## config.mk

```make
export PLATFORM = sky130hd
export DESIGN_NAME = date_add_and_difference_core_flat
export DESIGN_NICKNAME = d
export VERILOG_FILES = /design/src/rtl/dadd_pkg.sv /design/src/rtl/dadd_if.sv /design/src/rtl/date_add_and_difference_core.sv /design/src/rtl/dadd_check.sv /design/src/rtl/dadd_step.sv /design/src/flat_wrapper.sv
export SDC_FILE = /design/constraint.sdc
export NUM_CORES = 1
export LEC_CHECK = 0
export ABC_AREA = 1
export ABC_CLOCK_PERIOD_IN_PS = 7500
export BUFFER_PORTS_ARGS = -buffer_cell sky130_fd_sc_hd__buf_4
export CAP_MARGIN = 20
export CELL_PAD_IN_SITES_DETAIL_PLACEMENT = 0
export CELL_PAD_IN_SITES_GLOBAL_PLACEMENT = 1
export CORE_AREA = 5 5 147 149
export CTS_CLUSTER_SIZE = 25
export DETAILED_ROUTE_END_ITERATION = 16
export DIE_AREA = 0 0 152 154
export MAX_ROUTING_LAYER = met4
export PLACE_DENSITY_LB_ADDON = 0.1
export SLEW_MARGIN = 5
export SYNTH_ARGS = -nofsm -noshare
export SYNTH_HDL_FRONTEND = slang
export SYNTH_HIERARCHICAL = 1
export SYNTH_SLANG_ARGS = --single-unit
```

## constraint.sdc

```tcl
create_clock -name i_clk -period 7.5 [get_ports i_clk]
set_clock_uncertainty 0.2 [all_clocks]
set_input_delay 0.75 -clock i_clk [delete_from_list [all_inputs] [get_ports i_clk]]
set_output_delay 0.75 -clock i_clk [all_outputs]
set_load 0.01 [all_outputs]
```

## src/rtl/dadd_pkg.sv

```systemverilog
// Shared types, codes and calendar helpers for the date add and difference block.
package dadd_pkg;

    localparam int YEAR_W  = 16;
    localparam int COUNT_W = 22;
    localparam logic [COUNT_W-1:0] DIFF_MAX = {COUNT_W{1'b1}};

    typedef enum logic {
        CMD_ADD  = 1'b0,
        CMD_DIFF = 1'b1
    } t_cmd;

    typedef enum logic [1:0] {
        ST_OK        = 2'd0,
        ST_INVALID   = 2'd1,
        ST_NOT_LATER = 2'd2,
        ST_OVERFLOW  = 2'd3
    } t_status;

    typedef struct packed {
        logic [YEAR_W-1:0] year;
        logic [3:0]        month;
        logic [4:0]        day;
    } t_date;

    localparam logic [3:0] MONTH_DEC = 4'd12;
    localparam logic [4:0] DAY_LAST  = 5'd31;

    // Length of a month; zero for a month code outside January to December.
    function automatic logic [4:0] month_len(input logic [3:0] month,
                                             input logic [YEAR_W-1:0] year);
        logic leap;
        logic [4:0] len;
        leap = (year[1:0] == 2'b00);
        case (month)
            4'd1, 4'd3, 4'd5, 4'd7, 4'd8, 4'd10, 4'd12: len = 5'd31;
            4'd4, 4'd6, 4'd9, 4'd11:                    len = 5'd30;
            4'd2:                                       len = leap ? 5'd29 : 5'd28;
            default:                                    len = 5'd0;
        endcase
        return len;
    endfunction

endpackage

```

## src/rtl/dadd_if.sv

```systemverilog
// Request and result channel interfaces with valid/ready handshake.
interface dadd_in_if;
    logic        valid;
    logic        ready;
    logic        cmd;
    logic [4:0]  first_day;
    logic [3:0]  first_month;
    logic [13:0] first_year;
    logic [4:0]  second_day;
    logic [3:0]  second_month;
    logic [13:0] second_year;
    logic [21:0] add_count;

    modport source (
        output valid, cmd, first_day, first_month, first_year,
               second_day, second_month, second_year, add_count,
        input  ready
    );
    modport sink (
        input  valid, cmd, first_day, first_month, first_year,
               second_day, second_month, second_year, add_count,
        output ready
    );
endinterface

interface dadd_out_if;
    logic        valid;
    logic        ready;
    logic [4:0]  out_day;
    logic [3:0]  out_month;
    logic [13:0] out_year;
    logic [21:0] day_difference;
    logic [1:0]  status;

    modport source (
        output valid, out_day, out_month, out_year, day_difference, status,
        input  ready
    );
    modport sink (
        input  valid, out_day, out_month, out_year, day_difference, status,
        output ready
    );
endinterface

```

## src/rtl/date_add_and_difference_core.sv

```systemverilog
// Requests are taken in S_IDLE, stepped one day at a time in S_RUN, and held in S_DONE until the result is taken.
// Add steps add_count days; difference steps from the second date to the first, capped at 4194303.
// Invalid or not-later requests finish with no stepping. One request is in flight at a time.
// Throughput: the next request is taken once the result has been delivered.
// Reset (i_rst_n low, synchronous) returns the sequencer to idle and drops the result valid.
module date_add_and_difference_core
    import dadd_pkg::*;
#(
    parameter int MAX_YEAR = 9999
) (
    input  logic            i_clk,
    input  logic            i_rst_n,
    dadd_in_if.sink         i_req,
    dadd_out_if.source      o_rsp
);

    localparam logic [YEAR_W-1:0] MAX_Y = YEAR_W'(MAX_YEAR);

    typedef enum logic [2:0] {
        S_IDLE = 3'b001,
        S_RUN  = 3'b010,
        S_DONE = 3'b100
    } t_state;

    t_state             r_state, n_state;
    t_cmd               r_cmd, n_cmd;
    t_date              r_cur, n_cur;
    t_date              r_target, n_target;
    logic [COUNT_W-1:0] r_cnt, n_cnt;
    logic [4:0]         r_out_day, n_out_day;
    logic [3:0]         r_out_month, n_out_month;
    logic [13:0]        r_out_year, n_out_year;
    logic [COUNT_W-1:0] r_diff, n_diff;
    t_status            r_status, n_status;

    t_date w_first, w_second, w_next;
    logic  w_ok1, w_ok2, w_at_end;

    assign w_first  = '{year: YEAR_W'(i_req.first_year), month: i_req.first_month,
                        day: i_req.first_day};
    assign w_second = '{year: YEAR_W'(i_req.second_year), month: i_req.second_month,
                        day: i_req.second_day};

    dadd_check #(.MAX_YEAR(MAX_YEAR)) u_check1 (.i_date(w_first),  .o_ok(w_ok1));
    dadd_check #(.MAX_YEAR(MAX_YEAR)) u_check2 (.i_date(w_second), .o_ok(w_ok2));
    dadd_step u_step (.i_date(r_cur), .o_date(w_next));

    assign w_at_end = (r_cur.year == MAX_Y) && (r_cur.month == MONTH_DEC)
                   && (r_cur.day == DAY_LAST);

    assign i_req.ready          = (r_state == S_IDLE);
    assign o_rsp.valid          = (r_state == S_DONE);
    assign o_rsp.out_day        = r_out_day;
    assign o_rsp.out_month      = r_out_month;
    assign o_rsp.out_year       = r_out_year;
    assign o_rsp.day_difference = r_diff;
    assign o_rsp.status         = r_status;

    always_comb begin
        n_state     = r_state;
        n_cmd       = r_cmd;
        n_cur       = r_cur;
        n_target    = r_target;
        n_cnt       = r_cnt;
        n_out_day   = r_out_day;
        n_out_month = r_out_month;
        n_out_year  = r_out_year;
        n_diff      = r_diff;
        n_status    = r_status;
        unique case (r_state)
            S_IDLE: begin
                if (i_req.valid) begin
                    n_cmd       = t_cmd'(i_req.cmd);
                    n_out_day   = '0;
                    n_out_month = '0;
                    n_out_year  = '0;
                    n_diff      = '0;
                    n_status    = ST_OK;
                    if (t_cmd'(i_req.cmd) == CMD_ADD) begin
                        if (!w_ok1) begin
                            n_status = ST_INVALID;
                            n_state  = S_DONE;
                        end else begin
                            n_cur   = w_first;
                            n_cnt   = i_req.add_count;
                            n_state = S_RUN;
                        end
                    end else begin
                        if (!w_ok1 || !w_ok2) begin
                            n_status = ST_INVALID;
                            n_state  = S_DONE;
                        end else if (w_first <= w_second) begin
                            // Packed year, month, day order compares lexicographically.
                            n_status = ST_NOT_LATER;
                            n_state  = S_DONE;
                        end else begin
                            n_cur    = w_second;
                            n_target = w_first;
                            n_cnt    = '0;
                            n_state  = S_RUN;
                        end
                    end
                end
            end
            S_RUN: begin
                if (r_cmd == CMD_ADD) begin
                    if (r_cnt == '0) begin
                        n_out_day   = r_cur.day;
                        n_out_month = r_cur.month;
                        n_out_year  = r_cur.year[13:0];
                        n_state     = S_DONE;
                    end else if (w_at_end) begin
                        n_out_day   = DAY_LAST;
                        n_out_month = MONTH_DEC;
                        n_out_year  = MAX_Y[13:0];
                        n_status    = ST_OVERFLOW;
                        n_state     = S_DONE;
                    end else begin
                        n_cur = w_next;
                        n_cnt = r_cnt - COUNT_W'(1);
                    end
                end else begin
                    // Reaching the cap before the target means the true count is larger.
                    if (r_cur == r_target || r_cnt == DIFF_MAX) begin
                        n_diff  = r_cnt;
                        n_state = S_DONE;
                    end else begin
                        n_cur = w_next;
                        n_cnt = r_cnt + COUNT_W'(1);
                    end
                end
            end
            S_DONE: begin
                if (o_rsp.ready) begin
                    n_state = S_IDLE;
                end
            end
            default: n_state = S_IDLE;
        endcase
    end

    always_ff @(posedge i_clk) begin
        if (!i_rst_n) begin
            r_state <= S_IDLE;
        end else begin
            r_state <= n_state;
        end
    end

    always_ff @(posedge i_clk) begin
        r_cmd       <= n_cmd;
        r_cur       <= n_cur;
        r_target    <= n_target;
        r_cnt       <= n_cnt;
        r_out_day   <= n_out_day;
        r_out_month <= n_out_month;
        r_out_year  <= n_out_year;
        r_diff      <= n_diff;
        r_status    <= n_status;
    end

endmodule

```

## src/rtl/dadd_check.sv

```systemverilog
// Calendar validity check for one date.
module dadd_check
    import dadd_pkg::*;
#(
    parameter int MAX_YEAR = 9999
) (
    input  t_date i_date,
    output logic  o_ok
);

    localparam logic [YEAR_W-1:0] MAX_Y = YEAR_W'(MAX_YEAR);

    logic [4:0] w_len;

    assign w_len = month_len(i_date.month, i_date.year);

    // A zero length also covers month codes outside the year.
    assign o_ok = (w_len != 5'd0) && (i_date.day != 5'd0)
               && (i_date.day <= w_len) && (i_date.year <= MAX_Y);

endmodule

```

## src/rtl/dadd_step.sv

```systemverilog
// Shared date incrementer: advances a date by one calendar day.
module dadd_step
    import dadd_pkg::*;
(
    input  t_date i_date,
    output t_date o_date
);

    logic [4:0] w_len;

    assign w_len = month_len(i_date.month, i_date.year);

    always_comb begin
        o_date = i_date;
        if (i_date.day < w_len) begin
            o_date.day = i_date.day + 5'd1;
        end else begin
            o_date.day = 5'd1;
            if (i_date.month < MONTH_DEC) begin
                o_date.month = i_date.month + 4'd1;
            end else begin
                o_date.month = 4'd1;
                o_date.year  = i_date.year + YEAR_W'(1);
            end
        end
    end

endmodule

```

## src/flat_wrapper.sv

```systemverilog
// flat-port wrapper written by rule: the top's interface ports become plain ports
module date_add_and_difference_core_flat import dadd_pkg::*;
#(
    parameter int MAX_YEAR = 9999
)
  (i_clk, i_rst_n, i_req_valid, i_req_cmd, i_req_first_day, i_req_first_month, i_req_first_year, i_req_second_day, i_req_second_month, i_req_second_year, i_req_add_count, i_req_ready, o_rsp_valid, o_rsp_out_day, o_rsp_out_month, o_rsp_out_year, o_rsp_day_difference, o_rsp_status, o_rsp_ready);
  dadd_in_if i_req_i ();
  dadd_out_if o_rsp_i ();
  input  logic i_clk;
  input  logic i_rst_n;
  input wire logic [$bits(i_req_i.valid)-1:0] i_req_valid;
  input wire logic [$bits(i_req_i.cmd)-1:0] i_req_cmd;
  input wire logic [$bits(i_req_i.first_day)-1:0] i_req_first_day;
  input wire logic [$bits(i_req_i.first_month)-1:0] i_req_first_month;
  input wire logic [$bits(i_req_i.first_year)-1:0] i_req_first_year;
  input wire logic [$bits(i_req_i.second_day)-1:0] i_req_second_day;
  input wire logic [$bits(i_req_i.second_month)-1:0] i_req_second_month;
  input wire logic [$bits(i_req_i.second_year)-1:0] i_req_second_year;
  input wire logic [$bits(i_req_i.add_count)-1:0] i_req_add_count;
  output wire logic [$bits(i_req_i.ready)-1:0] i_req_ready;
  output wire logic [$bits(o_rsp_i.valid)-1:0] o_rsp_valid;
  output wire logic [$bits(o_rsp_i.out_day)-1:0] o_rsp_out_day;
  output wire logic [$bits(o_rsp_i.out_month)-1:0] o_rsp_out_month;
  output wire logic [$bits(o_rsp_i.out_year)-1:0] o_rsp_out_year;
  output wire logic [$bits(o_rsp_i.day_difference)-1:0] o_rsp_day_difference;
  output wire logic [$bits(o_rsp_i.status)-1:0] o_rsp_status;
  input wire logic [$bits(o_rsp_i.ready)-1:0] o_rsp_ready;
  assign i_req_i.valid = i_req_valid;
  assign i_req_i.cmd = i_req_cmd;
  assign i_req_i.first_day = i_req_first_day;
  assign i_req_i.first_month = i_req_first_month;
  assign i_req_i.first_year = i_req_first_year;
  assign i_req_i.second_day = i_req_second_day;
  assign i_req_i.second_month = i_req_second_month;
  assign i_req_i.second_year = i_req_second_year;
  assign i_req_i.add_count = i_req_add_count;
  assign i_req_ready = i_req_i.ready;
  assign o_rsp_valid = o_rsp_i.valid;
  assign o_rsp_out_day = o_rsp_i.out_day;
  assign o_rsp_out_month = o_rsp_i.out_month;
  assign o_rsp_out_year = o_rsp_i.out_year;
  assign o_rsp_day_difference = o_rsp_i.day_difference;
  assign o_rsp_status = o_rsp_i.status;
  assign o_rsp_i.ready = o_rsp_ready;
  date_add_and_difference_core #(.MAX_YEAR(MAX_YEAR)) u_core (.i_clk(i_clk), .i_rst_n(i_rst_n), .i_req(i_req_i), .o_rsp(o_rsp_i));
endmodule
```

# Yosys cells after proc, flatten, opt, wreduce, memory -nomap -nowiden

Cells that the tools add are included.

Register bits after elaboration: 121
Output and inout bits: 49
Logic and storage cells: 190

Add/sub/neg operators: 5
Magnitude comparators: 7
Equal/unequal tests: 59
Multiplexer cells: 69
Bitwise logic cells: 2
Reductions and logical operators: 34

Operator list:

| operator                                                              | count |
|---|---|
| 22-bit two-way mux                                                    | 12 |
| 25-bit two-way mux                                                    | 9 |
| 22-bit one-hot mux with 2 select lines                                | 2 |
| 4-bit equality test, second input constant                            | 15 |
| 14-bit two-way mux                                                    | 4 |
| 25-bit one-hot mux with 2 select lines                                | 1 |
| 4-bit by 3-bit equality test with 1-bit output, second input constant | 12 |
| 5-bit one-hot mux with 3 select lines                                 | 3 |
| 3-bit two-way mux                                                     | 10 |
| 14-bit <= comparator, second input constant                           | 2 |
| 14-bit one-hot mux with 2 select lines                                | 1 |
| 25-bit by 23-bit equality test with 1-bit output                      | 1 |
| 5-bit two-way mux                                                     | 5 |
| 4-bit by 2-bit equality test with 1-bit output, second input constant | 6 |
| 23-bit <= comparator                                                  | 1 |
| 22-bit by 1-bit adder with 22-bit output, second input constant       | 1 |
| 22-bit equality test, second input constant                           | 1 |
| 22-bit zero test                                                      | 1 |
| 22-bit by 1-bit subtractor with 22-bit output, second input constant  | 1 |
| 7-bit OR reduction                                                    | 3 |
| 20-bit two-way mux                                                    | 1 |
| 4-bit two-way mux                                                     | 5 |
| 5-bit nonzero test                                                    | 4 |
| 16-bit by 1-bit adder with 16-bit output, second input constant       | 1 |
| 35 further kinds                                                      | 74 |

# Longest topological paths before layout

Gate-level depths: netlist of the first run.

Depth after elaboration: 13
Gate-level depth with buffers: 20

# Modules after synthesis

The synthesis of the first run kept the hierarchy.

Modules (own cells, without submodules):

| module                       | times used | cells an instance | area each (um^2) | seq. area each (um^2) |
|---|---|---|---|---|
| date_add_and_difference_core | 1          | 900               | 7,320.8          | 3,603.5 |
| dadd_step                    | 1          | 251               | 1,196.1          | 0.0 |
| dadd_check                   | 2          | 52                | 266.5            | 0.0 |

# Least setup slack after synthesis of the first run

Ideal clock, no wire load.

Path type: input port to flip-flop
From: input i_req_first_month[2]
To: register u_core/r_target[0] in the netlist's numbering (enable)
Library setup time: 0.461 ns
Data arrival time: 4.162 ns
Path slack: 2.677 ns
Cell stages on the path: 14
Path buffers: 0
Cells stage by stage: nor2_1 -> nand3_1 -> nand3_2 -> inv_1 -> ha_1 -> nand2_1 -> inv_1 -> nand2_1 -> nand2_1 -> nor2_1 -> nor2_1 -> nor2_1 -> nand2_1 -> nor4_1

Cells in the longest elaborated chain, start to end: 11
Elaborated cells between the ends (all ways): 26

Ends and longest elaborated chain:

| what                                                                         | RTL line                            | RTL |
|---|---|---|
| start: declaration                                                           | flat_wrapper.sv:14                  | `input wire logic [$bits(i_req_i.first_month)-1:0] i_req_first_month;` |
| 4-bit by 1-bit equality test with 1-bit output, or another cell as far along | dadd_pkg.sv:35                      | `case (month)` |
| 7-bit OR reduction / 4-bit OR reduction (equally long branches)              | dadd_pkg.sv:35                      |  |
| 5-bit one-hot mux with 3 select lines (*)                                    | dadd_pkg.sv:35                      |  |
| branches (longest 2 deep; another with 5-bit <= comparator)                  | n/a                                 |  |
| 1-bit logical AND (*) (2 in a row)                                           | dadd_check.sv:19                    | `&& (i_date.day <= w_len) && (i_date.year <= MAX_Y);` |
| named net u_core.w_ok1                                                       | date_add_and_difference_core.sv:37  | `logic w_ok1, w_ok2, w_at_end;` |
| 1-bit zero test (*)                                                          | n/a                                 |  |
| 1-bit logical OR (*)                                                         | date_add_and_difference_core.sv:89  | `if (!w_ok1 \|\| !w_ok2) begin` |
| 1-bit inverter (no line) (*)                                                 | n/a                                 |  |
| 5-bit AND reduction (no line) (*)                                            | n/a                                 |  |
| end signal: assignment                                                       | date_add_and_difference_core.sv:153 | `r_target <= n_target;` |
| end: declaration                                                             | date_add_and_difference_core.sv:28  | `t_date r_target, n_target;` |

Mark *: on every way through the listed nets, which the timed path passes.
A chain may end at the register's enable or synchronous reset.

==> results.cfg, run 1 <==
[clocking]
numCtsBuffers = 17
cts.sinks = 121
clockBufferDepth = 2
cts-htree-levels = 4
ctsHoldBuffers = 0
ctsResizeCount = 0
clk_pin_slew_ns = 0.06
cts_setup_buffers = 0
cts-root-buf = clkbuf_16
cts_tree = yes
insertion_delay_ns = 0.42

[setup_path]
cp_cell_sequence = inv_1, ha_1, nor2_1, nor2_1, nor2_2, and2_1, ha_1, nand2_1, nand3_2, nand2_4, inv_1, nor2_1, nor2_1, a31oi_1
cp-start-kind = flip-flop
slowest_stage = edfxtp_1
end_kind = flip-flop
r2r_cells = 14
worstPathArrival_ns = 3.63
r2r-start = u_core/r_cur[5]
slowest_delay_ns = 0.62
critical_path_required_ns = 7.55
critical_path_buf_inv_count = 2
crit_top_cell = nor2_1
crit_fanout = 22
cpLargestDelayFamily = simple AND/OR/NAND/NOR gates
crit_cells = 14
crit_path_start = u_core/r_cur[5]
path_class = flip-flop to flip-flop

[worst_hold_path]
min_from = i_rst_n
min_path_cells = 2
hp-class = primary input to flip-flop

[sta]
layout_min_cycle_time_ns = 3.57
tightest_slew_ns = 1.09
rsz0062_at_grt = no
hold_viol_final = 0
setup_viol = 0
slew_violations = 0
setup_tns_ns = 0
holdWs_ns = 0.342
fmax_mhz = 280
setup_slack_ns = 3.93
slew-limit-headroom_pct = 27.5
post-route-period-util_pct = 47.6

[placed_design]
detailed_place.area_um2 = 10200
hpwl_mm = 21.0
portBuffers = 121
post-place-ws_ns = 3.76
gp_congestion = 0.921

[synth]
synthTopCellsByArea = edfxtp_1, nand2_1, ha_1
syn-cell-area_um2 = 9050
ys_seq_area_share_pct = 39.8
synth_edf_count = 118
synth_top_cell_by_area = edfxtp_1
yosysWarnings = 6
synth_cell_types = 39
synth.most_common_cell = nand2_1
synth_top_cell_area_share_pct = 39.2
ys_ff_latch = 121
syn_avg_cell_area_um2 = 7.21
synthTopCellsByCount = nand2_1, nor2_1, inv_1
synth_ff_type = edfxtp_1
synthArstFlopShare_pct = 0
synth_cells = 1255

[die]
io_pins = 122
dieWidth_um = 152
placeableCoreArea_um2 = 20000
floorplan.die_area_um2 = 23400
initial_core_util_pct = 45.2
row_count = 52
die_height_um = 154

[run_status]
status = finished clean

[route]
drcViolationCount = 0
wl_mm = 27.8
vias = 8482
dr.pass1.iters = 5
wl_per_cell_um = 16.7
drt_iter0_markers = 599
ant_nets = 0
via_per_inst = 5.11

[global_route]
grtUsageTotal_pct = 24.1
grt_pass1_vias = 8002
globalRoute.totalOverflow = 0
grt_max_degree = 55
antenna_found_initial = 0
grt_pass1_wl_mm = 43.6

[final_layout]
layout-drive-gt1-share_pct = 12.7
fin_nets = 1511
final_area_um2 = 10800
final_core_util_pct = 54.0
fill_cells = 2023
antennaDiodeCount = 0
area_growth_pct = 19.5

[power_and_ir_drop]
ir_drop_v = 0.000193
p_per_area_nw_per_um2 = 307
p_leak_uw = 0.00536

[flow_run]
cap_violations = 0
-- path summary, 6_finish.rpt --
path	to	slack (ns)
setup / recovery	u_core/r_cur[3]	3.93
hold / removal	u_core/r_state[0]	0.34
setup reg to reg	u_core/r_cur[3]	3.93
hold reg to reg	u_core/r_state[0]	0.44
-- final cells by class --
class / instances / area, um2 / area share (%)
well taps: 270 / 338 / 3.12
clock buffers: 18 / 429 / 3.97
flip-flops and latches: 121 / 3600 / 33.3
repair buffers: 126 / 958 / 8.86
clock inverters: 14 / 174 / 1.61
multi-input cells: 937 / 4670 / 43.1
inverters: 173 / 649 / 6.00
-- metrics by stage --
stage | total power, uW | instances
floorplan | 2010 | 1258
global placement | 2450 | 1626
detailed placement | 2460 | 1627
CTS | 3320 | 1659
global route | 3540 | 1659
finish | 3320 | 1659
-- cells by family after synthesis --
group / after synthesis / share of synthesized area, %
buffers and inverters: 200 / 8.90
AND/OR/NAND/NOR: 719 / 32.4
AO/OA/AOI/OAI: 133 / 8.35
adder cells (fa/ha/maj): 62 / 8.65
other: 1 / 0.0414
XOR/XNOR: 19 / 1.84
flip-flops: 121 / 39.8
-- flip-flops by register name, indices dropped and copies added, names as in the netlist --
| name | count |
|---|---|
| u_core/r_cnt | 22 |
| u_core/r_target | 23 |
| u_core/o_rsp.out_year | 14 |
| u_core/o_rsp.status | 2 |
| u_core/o_rsp.out_day | 5 |
| u_core/o_rsp.out_month | 4 |
| u_core/r_state | 3 |
| u_core/r_cmd | 1 |
| u_core/o_rsp.day_difference | 22 |
| u_core/r_cur | 25 |
-- cells in the final DEF (no fill, tap or decap), drive strengths merged --
master,n
a21o,3
a21oi,53
a22o,5
a31oi,24
and2,1
buf,126
bufinv,3
clkbuf,18
clkinv,6
clkinvlp,4
conb,4
dfxtp,3
edfxtp,118
fa,1
ha,61
inv,174
nand2,425
nand3,71
nand3b,6
nand4,19
nor2,184
nor3,10
nor3b,2
nor4,1
o21a,3
o21ai,41
o31ai,4
xnor2,9
xor2,10
-- metal layers --
metal  vias up  wire (um)  GRT usage [%]
li1       4312          -              -
met1      3875      13700           34.4
met2       272      12100           36.3
met3        23       1690           3.91
met4         0        264           5.35
met5         -          0              -
-- where the power goes --
part / switching (uW) / internal, uW / leakage (uW)
logic: 904 / 469 / 0.00395
registers: 152 / 947 / 0.00113
clock network: 320 / 524 / 0.000280
No activity file was read; power rests on OpenSTA's default activity.
==> inputs of run 2 (changes only) <==
Settings changed: ABC_AREA 1 to 0, ABC_CLOCK_PERIOD_IN_PS 7500 to 3250, CORE_AREA 5 5 147 149 to 5 5 148 150, DIE_AREA 0 0 152 154 to 0 0 153 155.
Clock period 7.5 ns to 3.25 ns, I/O delays scaled along.
==> run 2 against run 1 <==
Global-route usage is 3.9 points lower. Area after synthesis shrank 9.1%. Die area rose by 1.3%. Sequential power grew 65%. Cell count shrank 21%. Sequential share of layout area decreased by 0.65 points. Clock power up 120%. Critical path depth down 4. Largest power group is now the clock network. Highest routed layer unchanged.
==> results.cfg, run 2 <==
[run_status]
status = finished clean

[placed_design]
portBuffers = 121
post-place-ws_ns = -0.136
gp_congestion = 0.889
dpl.cell_count = 1240
hpwl_mm = 18.1

[synth]
ys_seq_area_share_pct = 43.8
synth.most_common_cell = edfxtp_1
synth_cell_types = 68
synth_edf_count = 118
synth_top_cell_by_area = edfxtp_1
synthTopCellsByArea = edfxtp_1, ha_1, xor2_1
ys_ff_latch = 121
synth_top_cell_area_share_pct = 43.1
syn_avg_cell_area_um2 = 10.1
yosysWarnings = 6
synthTopCellsByCount = edfxtp_1, nand2_1, o21ai_0
synthArstFlopShare_pct = 0
syn-cell-area_um2 = 8220
synth_cells = 813
synth_ff_type = edfxtp_1

[final_layout]
final_cell_mix = buf_4, edfxtp_1, nand2_1
layout.cells.non_filler = 1306
largest_reg_flops = 25
area_growth_pct = 34.2
antennaDiodeCount = 0
layout-drive-gt1-share_pct = 26.4
fin_nets = 1153
reg_top3 = u_core/r_cur: 25 flops, u_core/r_target: 23 flops
regMostFlops = u_core/r_cur
final_core_util_pct = 53.7
final_common_cell = buf_4

[sta]
holdWs_ns = 0.0145
tightest_slew_ns = 0.680
layout_min_cycle_time_ns = 3.18
slew_violations = 0
post-route-period-util_pct = 97.9
hold_viol_final = 0
setup_slack_ns = 0.0673
setup_viol = 0
slew-limit-headroom_pct = 54.7
fmax_mhz = 314

[setup_path]
r2r_cells = 13
cp-start-kind = primary input
r2r-start = u_core/r_cur[6]
r2r_end = u_core/r_cur[17]
path_class = primary input to flip-flop
critical_path_required_ns = 3.17
end_kind = flip-flop
crit_path_start = i_req_first_month[2]
worstPathArrival_ns = 3.10
r2r_slack_ns = 0.09
crit_fanout = 11

[power_and_ir_drop]
p_sw_uw = 1100
power_frac_clock_pct = 41.4
total_power_uw = 4440
switching_share_pct = 24.7
p_per_area_nw_per_um2 = 403
pwr-share-seq_pct = 40.8
power_frac_comb_pct = 17.8
ir_drop_v = 0.000416
intPower_uw = 3350
p_leak_uw = 0.00462

[worst_hold_path]
min_to = u_core/r_cnt[15]
min_path_cells = 3
hp-class = primary input to flip-flop
min_from = i_req_add_count[15]

[die]
dieWidth_um = 153
die_height_um = 155
io_pins = 122
row_count = 53
initial_core_util_pct = 40.0
floorplan.die_area_um2 = 23700
placeableCoreArea_um2 = 20600

[clocking]
cts_tree = yes
insertion_delay_ns = 0.42
cts-htree-levels = 4
clk_pin_slew_ns = 0.06
numCtsBuffers = 17
cts.sinks = 121
cts-root-buf = clkbuf_16
clockBufferDepth = 2

[route]
via_per_inst = 5.47
vias = 7143
wl_per_cell_um = 18.6
ant_nets = 0
drcViolationCount = 0
dr.pass1.iters = 5
drt_iter0_markers = 597
wl_mm = 24.2

[flow_run]
cap_violations = 0

[global_route]
antenna_found_initial = 0
globalRoute.totalOverflow = 0
grt_max_degree = 60
grt_pass1_vias = 6986
grt_pass1_wl_mm = 37.1
grtUsageTotal_pct = 20.2
run 2: cell types whose count changed after synthesis, moves of 18 or more:
| cell | change |
|---|---|
| a21oi_1 | -18 |
| a31oi_1 | -21 |
| inv_1 | -123 |
| nor4_1 | +19 |
| clkbuf_1 | +18 |
| nor2_1 | -129 |
| o21ai_0 | +28 |
| mux2i_1 | +27 |
| and3_1 | +32 |
| nand2_1 | -360 |
| xor2_1 | +39 |
| nand3_1 | -43 |
run 2: repair_timing:
item / in CTS / in global routing
setup buffers: 0 / 9
hold endpoints to repair: 21 / 0
endpoints found under the setup margin: 16 / 89
hold buffers: 21 / 0
resized for setup: 2 / 27
pin swaps: 1 / 18
gates cloned: 0 / 5
run 2: layout make-up:
| cell class | count | area (um2) |
|---|---|---|
| clock buffers | 21 | 440 |
| clock inverters | 11 | 129 |
| fillers | 1851 | 9520 |
| inverters | 44 | 165 |
| multi-input cells | 620 | 4540 |
| flip-flops and latches | 121 | 3600 |
| well taps | 275 | 344 |
| repair buffers | 214 | 1810 |
run 2: worst max path at each step:
stage                              end  depth (start not counted)
detailed placement     u_core/r_cur[5]                         10
global placement       u_core/r_cur[8]                         11
global route          u_core/r_cur[17]                         13
finish              u_core/r_target[8]                         10
floorplan              u_core/r_cnt[0]                          9
CTS                   u_core/r_cur[20]                         13
run 2: through the flow:
stage / area (um2) / TNS, ns
finish: 11000 / 0
global route: 11000 / -0.0946
CTS: 10700 / 0
detailed placement: 9930 / -8.66
global placement: 9930 / -5.01
floorplan: 8320 / -20.44
run 2: metal layers:
metal  GRT usage [%]  vias to the layer above  routed length, um
met5               -                        -                  0
met3            3.89                       31               1460
met2            29.6                      225              10700
met1            28.4                     3421              11600
met4            6.58                        0                441
li1                -                     3466                  -
run 2: cell families after synthesis:
kind of cell               synth area share [%]
DFF                                        43.8
other                                    0.0456
AOI/OAI and AO/OA                          12.9
adders and majority gates                  9.52
muxes                                      3.83
buffers and inverters                      3.70
xor gates and xnor gates                   6.07
and+or+nand+nor                            20.1
run 2: critical path: stages:
cell,delay (ns)
buf_4,0.11
or4_1,0.53
nand2_1,0.17
ha_1,0.27
a21o_1,0.19
a221o_1,0.39
a221oi_4,0.32
nand3_2,0.13
nor3_4,0.41
clkbuf_16,0.25
run 2: power by group through the flow:
| stage | clock, uW | sequential, uW | combinational (uW) |
|---|---|---|---|
| final | 1840 | 1810 | 790 |
| after global routing | 1940 | 1820 | 866 |
| after CTS | 1870 | 1810 | 770 |
| after detailed placement | 0 | 1840 | 745 |
| after global placement | 0 | 1840 | 728 |
| after floorplan | 0 | 1870 | 372 |
